[config.mk]
export PLATFORM = sky130hd
export DESIGN_NAME = pid_axis_antiwindup_top
export DESIGN_NICKNAME = d
export VERILOG_FILES = /design/src/rtl/pidaw_pkg.sv /design/src/rtl/pid_axis_antiwindup_top.sv
export SDC_FILE = /design/constraint.sdc
export NUM_CORES = 2
export LEC_CHECK = 0
export BUFFER_PORTS_ARGS = -buffer_cell sky130_fd_sc_hd__buf_2
export CORE_UTILIZATION = 55
export DETAILED_ROUTE_END_ITERATION = 6
export MAX_ROUTING_LAYER = met4
export PLACE_DENSITY = 0.71
export SLEW_MARGIN = 10
export SYNTH_ARGS = -nofsm -noshare
export SYNTH_HDL_FRONTEND = slang
export SYNTH_SLANG_ARGS = --single-unit
[constraint.sdc]
create_clock -name clk -period 12.8 [get_ports clk]
set_clock_uncertainty 0.15 [all_clocks]
set_input_delay 0.64 -clock clk [delete_from_list [all_inputs] [get_ports clk]]
set_output_delay 0.64 -clock clk [all_outputs]
set_load 0.02 [all_outputs]
[src/rtl/pidaw_pkg.sv]
package pidaw_pkg;

	// Axis count and select width
	localparam int unsigned AXES   = 4;
	localparam int unsigned AXIS_W = $clog2(AXES);

	// Integral accumulator width (signed, Q.20)
	localparam int unsigned INT_W = 40;

	// Sample and gain widths
	localparam int unsigned DATA_W = 16;
	localparam int unsigned GAIN_W = 16;
	localparam int unsigned ERR_W  = DATA_W + 1;
	localparam int unsigned PROD_W = GAIN_W + ERR_W;

	// Configuration port
	localparam int unsigned NUM_REGS = 4;
	localparam int unsigned CFG_W    = 3 * GAIN_W;
	localparam int unsigned CFG_IW   = $clog2(NUM_REGS);

	localparam logic [CFG_IW-1:0] REG_GAINS_THRUST = CFG_IW'(0);
	localparam logic [CFG_IW-1:0] REG_GAINS_ROLL   = CFG_IW'(1);
	localparam logic [CFG_IW-1:0] REG_GAINS_PITCH  = CFG_IW'(2);
	localparam logic [CFG_IW-1:0] REG_GAINS_YAW    = CFG_IW'(3);

	// Effort scaling and output clamp (+-1.0 in Q2.14)
	localparam int unsigned EFFORT_SHIFT = 6;
	localparam int          DRIVE_LIMIT  = 16384;

	// Packed gain register
	typedef struct packed {
		logic signed [GAIN_W-1:0] kd;
		logic signed [GAIN_W-1:0] ki;
		logic signed [GAIN_W-1:0] kp;
	} gains_t;

endpackage

[src/rtl/pid_axis_antiwindup_top.sv]
// PID controller with conditional-integration anti-windup, one tick per request for one of
// four axes. Takes one request per clock while the result register is free or being taken.
// A request's result passes through the input register, which loads at acceptance, then the
// product register, then the result register. The per-axis integrals live in a small
// synchronous RAM with one read and one write each cycle the pipeline moves. A request that
// follows one for the same axis gets the freshly written integral through a forwarding path,
// so back-to-back requests on one axis run at full rate. Gain registers may only be written
// while the pipeline is empty. With enable low the manual drive passes through and the axis
// integral is reloaded with Ki*error.
module pid_axis_antiwindup_top (
	input  logic                                clk,
	input  logic                                arst_n,
	// configuration
	input  logic                                cfg_we,
	input  logic [pidaw_pkg::CFG_IW-1:0]        cfg_index,
	input  logic [pidaw_pkg::CFG_W-1:0]         cfg_data,
	// request channel
	input  logic                                in_valid,
	output logic                                in_stall,
	input  logic [pidaw_pkg::AXIS_W-1:0]        axis,
	input  logic signed [pidaw_pkg::DATA_W-1:0] setpoint,
	input  logic signed [pidaw_pkg::DATA_W-1:0] measured,
	input  logic signed [pidaw_pkg::DATA_W-1:0] rate,
	input  logic signed [pidaw_pkg::DATA_W-1:0] manual_drive,
	input  logic                                enable,
	// result channel
	output logic                                out_valid,
	input  logic                                out_stall,
	output logic [pidaw_pkg::AXIS_W-1:0]        axis_out,
	output logic signed [pidaw_pkg::DATA_W-1:0] drive,
	output logic                                saturated
);
	import pidaw_pkg::*;

	localparam int unsigned PD_W  = PROD_W + 1;
	localparam int unsigned SUM_W = INT_W + 1;
	localparam int unsigned SH_W  = SUM_W - EFFORT_SHIFT;

	localparam logic signed [SH_W-1:0] LIM_HI = SH_W'(DRIVE_LIMIT);
	localparam logic signed [SH_W-1:0] LIM_LO = -SH_W'(DRIVE_LIMIT);
	localparam logic signed [INT_W-1:0] INT_MAX = {1'b0, {(INT_W-1){1'b1}}};
	localparam logic signed [INT_W-1:0] INT_MIN = {1'b1, {(INT_W-1){1'b0}}};

	// gain registers
	gains_t gains_q [NUM_REGS];

	// integral RAM and per-entry valid bits
	logic [INT_W-1:0] int_mem [AXES];
	logic [AXES-1:0]  int_ok_q;

	// stage 1: registered request
	logic                     valid_s1;
	logic [AXIS_W-1:0]        axis_s1;
	logic signed [ERR_W-1:0]  err_s1;
	logic signed [ERR_W-1:0]  nrate_s1;
	logic signed [DATA_W-1:0] manual_s1;
	logic                     enable_s1;
	gains_t                   gains_s1;

	// stage 2: products and integral read
	logic                     valid_s2;
	logic [AXIS_W-1:0]        axis_s2;
	logic signed [PROD_W-1:0] p_s2;
	logic signed [PROD_W-1:0] inc_s2;
	logic signed [PROD_W-1:0] d_s2;
	logic signed [DATA_W-1:0] manual_s2;
	logic                     enable_s2;
	logic signed [INT_W-1:0]  rd_s2;
	logic                     rd_ok_s2;
	logic                     fwd_s2;
	logic signed [INT_W-1:0]  fwd_val_s2;

	// result register
	logic                     out_valid_q;
	logic [AXIS_W-1:0]        axis_out_q;
	logic signed [DATA_W-1:0] drive_q;
	logic                     sat_q;

	logic                     adv;
	logic signed [INT_W-1:0]  old_int;
	logic signed [SUM_W-1:0]  acc_sum;
	logic signed [INT_W-1:0]  new_int;
	logic signed [PD_W-1:0]   pd_sum;
	logic signed [SUM_W-1:0]  effort;
	logic signed [SH_W-1:0]   effort_sh;
	logic                     clamp;
	logic signed [DATA_W-1:0] drive_d;
	logic signed [INT_W-1:0]  wr_val;

	// whole pipeline moves unless the result register is held
	assign adv      = !(out_valid_q && out_stall);
	assign in_stall = !adv;

	// gain register writes
	always_ff @(posedge clk or negedge arst_n) begin
		if (!arst_n) begin
			for (int i = 0; i < NUM_REGS; i++) gains_q[i] <= '0;
		end else if (cfg_we) begin
			gains_q[cfg_index] <= gains_t'(cfg_data);
		end
	end

	// stage 1 control
	always_ff @(posedge clk or negedge arst_n) begin
		if (!arst_n) begin
			valid_s1 <= 1'b0;
		end else if (adv) begin
			valid_s1 <= in_valid;
		end
	end

	// stage 1 payload: error, negated rate, gains for this axis
	always_ff @(posedge clk) begin
		if (adv && in_valid) begin
			axis_s1   <= axis;
			err_s1    <= ERR_W'(setpoint) - ERR_W'(measured);
			nrate_s1  <= -ERR_W'(rate);
			manual_s1 <= manual_drive;
			enable_s1 <= enable;
			gains_s1  <= gains_q[axis];
		end
	end

	// stage 2 control and forward flag
	always_ff @(posedge clk or negedge arst_n) begin
		if (!arst_n) begin
			valid_s2 <= 1'b0;
			fwd_s2   <= 1'b0;
			rd_ok_s2 <= 1'b0;
		end else if (adv) begin
			valid_s2 <= valid_s1;
			// item ahead writes the entry this one reads in the same cycle
			fwd_s2   <= valid_s1 && valid_s2 && (axis_s1 == axis_s2);
			rd_ok_s2 <= int_ok_q[axis_s1];
		end
	end

	// stage 2 payload: three products, integral read
	always_ff @(posedge clk) begin
		if (adv) begin
			axis_s2    <= axis_s1;
			p_s2       <= PROD_W'(gains_s1.kp * err_s1);
			inc_s2     <= PROD_W'(gains_s1.ki * err_s1);
			d_s2       <= PROD_W'(gains_s1.kd * nrate_s1);
			manual_s2  <= manual_s1;
			enable_s2  <= enable_s1;
			rd_s2      <= int_mem[axis_s1];
			fwd_val_s2 <= wr_val;
		end
	end

	// integral update, effort sum and clamp
	always_comb begin
		if (fwd_s2) begin
			old_int = fwd_val_s2;
		end else if (rd_ok_s2) begin
			old_int = rd_s2;
		end else begin
			old_int = '0;
		end
		acc_sum = SUM_W'(old_int) + SUM_W'(inc_s2);
		// saturate at the integral width
		if (acc_sum[SUM_W-1] != acc_sum[SUM_W-2]) begin
			new_int = acc_sum[SUM_W-1] ? INT_MIN : INT_MAX;
		end else begin
			new_int = acc_sum[INT_W-1:0];
		end
		pd_sum    = PD_W'(p_s2) + PD_W'(d_s2);
		effort    = SUM_W'(new_int) + SUM_W'(pd_sum);
		effort_sh = SH_W'(effort >>> EFFORT_SHIFT);
		clamp     = 1'b0;
		drive_d   = manual_s2;
		wr_val    = INT_W'(inc_s2);
		if (enable_s2) begin
			priority if (effort_sh > LIM_HI) begin
				drive_d = DATA_W'(LIM_HI);
				clamp   = 1'b1;
			end else if (effort_sh < LIM_LO) begin
				drive_d = DATA_W'(LIM_LO);
				clamp   = 1'b1;
			end else begin
				drive_d = effort_sh[DATA_W-1:0];
			end
			// on a clamp the step is taken back
			wr_val = clamp ? old_int : new_int;
		end
	end

	// integral write-back
	always_ff @(posedge clk) begin
		if (adv && valid_s2) begin
			int_mem[axis_s2] <= wr_val;
		end
	end

	always_ff @(posedge clk or negedge arst_n) begin
		if (!arst_n) begin
			int_ok_q <= '0;
		end else if (adv && valid_s2) begin
			int_ok_q[axis_s2] <= 1'b1;
		end
	end

	// result register
	always_ff @(posedge clk or negedge arst_n) begin
		if (!arst_n) begin
			out_valid_q <= 1'b0;
		end else if (adv) begin
			out_valid_q <= valid_s2;
		end
	end

	always_ff @(posedge clk) begin
		if (adv && valid_s2) begin
			axis_out_q <= axis_s2;
			drive_q    <= drive_d;
			sat_q      <= clamp;
		end
	end

	assign out_valid = out_valid_q;
	assign axis_out  = axis_out_q;
	assign drive     = drive_q;
	assign saturated = sat_q;

endmodule

==> metrics <==
outcome complete, no violations; Core Area about 110000 µm²; antenna violations before repair 7; synthesized flop and latch total 679; post-synth top area cell fa_1; first-pass GRT wire length 245 mm; Num CTS Buffers 76; fraction of registers with async set/reset roughly 30%; GPL Wtd Cong 0.948; Netlist Area Pre-Place ~63000 µm²; crit-path max FO 31; wire length per cell 20.7 µm; worst skew pair latency 0.66 ns; Syn Area/Cell 11.2 µm²; Crit Path Category register to register; placed cell areas 65300 µm²; CTS H-tree lvls 3; Die W 341 µm; fin area roughly 70000 µm²; top cells by area, synth fa_1 28%, edfxtp_1 23%, dfrtp_1 8.0%; CP arrival 11.73 ns; Cell variety after synth 91; via-per-instance ratio 5.70; minimum clock period after layout 11.60 ns; total number of vias around 42000; row count 123; RR Startpoint fwd_s2$_DFFE_PN0N_; CTS Sinks 679; RSZ-0062 raised after global routing false; vias in the first global route between 40000 and 50000; drt total wl 151 mm; initial core utilization 55.7%; Syn Inst Count 5650; commonest cells after routing, fill and taps aside 1028 x inv_1, 869 x fa_1, 607 x nand2_1; Worst-Margin Slew 1.01 ns; MaxCap Viol Count 0; headroom to the max-slew limit 32.5%; Required @ worst endpoint 12.92 ns; residual DRC count 0; Slew Viols, Final 0; final hold vios 0; area of the die 116000 µm²; WHS 0.0332 ns; Main synth FF type edfxtp_1; Worst setup EP type register; Critical Path Source fwd_s2$_DFFE_PN0N_; CTS tree yes; clock transition at the registers of the reported paths ~0.06 ns; number of synthesized flops with an enable pin 478; Remaining Overflow, GRT 0; Setup-failing EPs final 0; Yosys Warn Count 0; hold path startpoint manual_drive[11]; share of the synthesized area in the top cell type 27.6%; f_max 0.0862 GHz; sequential cell area fraction in the yosys report approximately 31%; slowest stage delay, CP 0.72 ns; final setup TNS 0 ns; io pins 143; startpoint types register; layout cell share with drive strength beyond 1 between 10% and 20%; Layout fillers 9125; largest net degree at the start of global routing 92; Final ANT Viol Nets 0; Initial DRC Count 3176; flop2flop setup slack 1.20 ns; CTS max path bufs 3; R2R cell count 39; final HPWL from detailed placement 113 mm; hold path cells 1; Layout area overhead 7.86%; Clock Root Buffer clkbuf_16; Overall Global Routing Usage 27.9%; period utilization 90.7%; die height about 340 µm; drt first pass iters 7; CP max-delay cell a21boi_0; PortBufs between 100 and 150; Final nets approximately 7100; syn nets 6991; Final Core Density 60.1%; Hold Path Class input port to register; most common cell after layout, fill and taps aside inv_1
[stage by stage]
step / std cells / setup slack (ns)
6_report: 7280 / 1.20
3_5_place_dp: 7122 / 1.48
4_1_cts: 7275 / 1.42
5_1_grt: 7280 / 0.365
2_1_floorplan: 5650 / 2.79
3_3_place_gp: 7122 / 1.76
[metal layers]
layer	global-route usage (%)	wire (µm)	vias up
li1	-	-	18600
met1	38.1	65000	21300
met2	44.6	71900	1419
met3	3.77	10200	233
met4	6.58	3550	0
met5	-	0	-
[critical path: cells and delay by family (launching register included)]
| family | cells | cell delay, ns |
|---|---|---|
| buf+inv | 6 | 1.37 |
| compound gates | 20 | 5.32 |
| xor+xnor | 2 | 0.35 |
| fa+ha+maj | 4 | 1.46 |
| flops | 1 | 0.38 |
| simple gates | 7 | 2.15 |
[what timing repair did]
action	in CTS	in global routing
hold buffers	15	0
setup buffers	0	0
hold endpoints to repair	59	0
resized for setup	0	0
[worst paths after layout]
path                                                 to
worst max-delay path            int_mem[0][4]$_DFFE_PP_
worst min-delay path            manual_s1[11]$_DFFE_PP_
worst max register to register  int_mem[0][4]$_DFFE_PP_
worst min register to register  manual_s2[15]$_DFFE_PN_
max in group asynchronous       gains_q[46]$_DFFE_PN0P_
min in group asynchronous       int_ok_q[3]$_DFFE_PN0P_
[synthesized netlist by cell type (all sizes together), types with 11 or more instances]
master,count
inv,1028
fa,869
nand2,608
edfxtp,478
ha,350
and2,320
clkbuf,208
dfrtp,201
mux2,195
nor2,134
a21oi,131
xnor2,127
o21ai,115
mux4,89
nand2b,71
nor3,57
xor2,54
nand3,50
a21o,46
o211ai,44
a22o,41
o221ai,34
and3,30
buf,30
nor2b,26
a21boi,24
o21bai,24
nand4,17
o31ai,17
or3,17
a211oi,16
mux2i,16
o21a,16
or2,16
a31oi,14
nor4,14
o2bb2ai,13
o41ai,11
[flip-flops by register name, summed over array words and instances, names as in the netlist, 16 cells and up]
| register | cells |
|---|---|
| drive | 16 |
| int_mem | 160 |
| err_s1 | 17 |
| fwd_val_s2 | 40 |
| rd_s2 | 40 |
| manual_s2 | 16 |
| gains_s1 | 48 |
| d_s2 | 33 |
| nrate_s1 | 17 |
| p_s2 | 33 |
| inc_s2 | 33 |
| gains_q | 192 |
| manual_s1 | 16 |
[cells by family after synthesis]
| group | synth area share [%] |
|---|---|
| AO/OA/AOI/OAI | 6.90 |
| XOR/XNOR | 2.51 |
| adder cells (fa/ha/maj) | 34.5 |
| buffers and inverters | 7.60 |
| flip-flops | 30.7 |
| multiplexers | 6.91 |
| AND/OR/NAND/NOR | 10.8 |
[final cells by class]
| type | count | area [µm²] | share of cell area [%] |
|---|---|---|---|
| repair buffers | 225 | 1380 | 2.03 |
| multi-input cells | 3704 | 38900 | 57.2 |
| inverters | 1029 | 3860 | 5.68 |
| clock buffers | 97 | 2110 | 3.10 |
| well taps | 1500 | 1880 | 2.76 |
| diodes | 5 | 12.5 | 0.0184 |
| flip-flops and latches | 679 | 19400 | 28.5 |
| clock inverters | 41 | 465 | 0.684 |
Power is left out: the tool's default activity adds up to more than one toggle a clock period on the data nets, which glitch-free logic cannot reach.
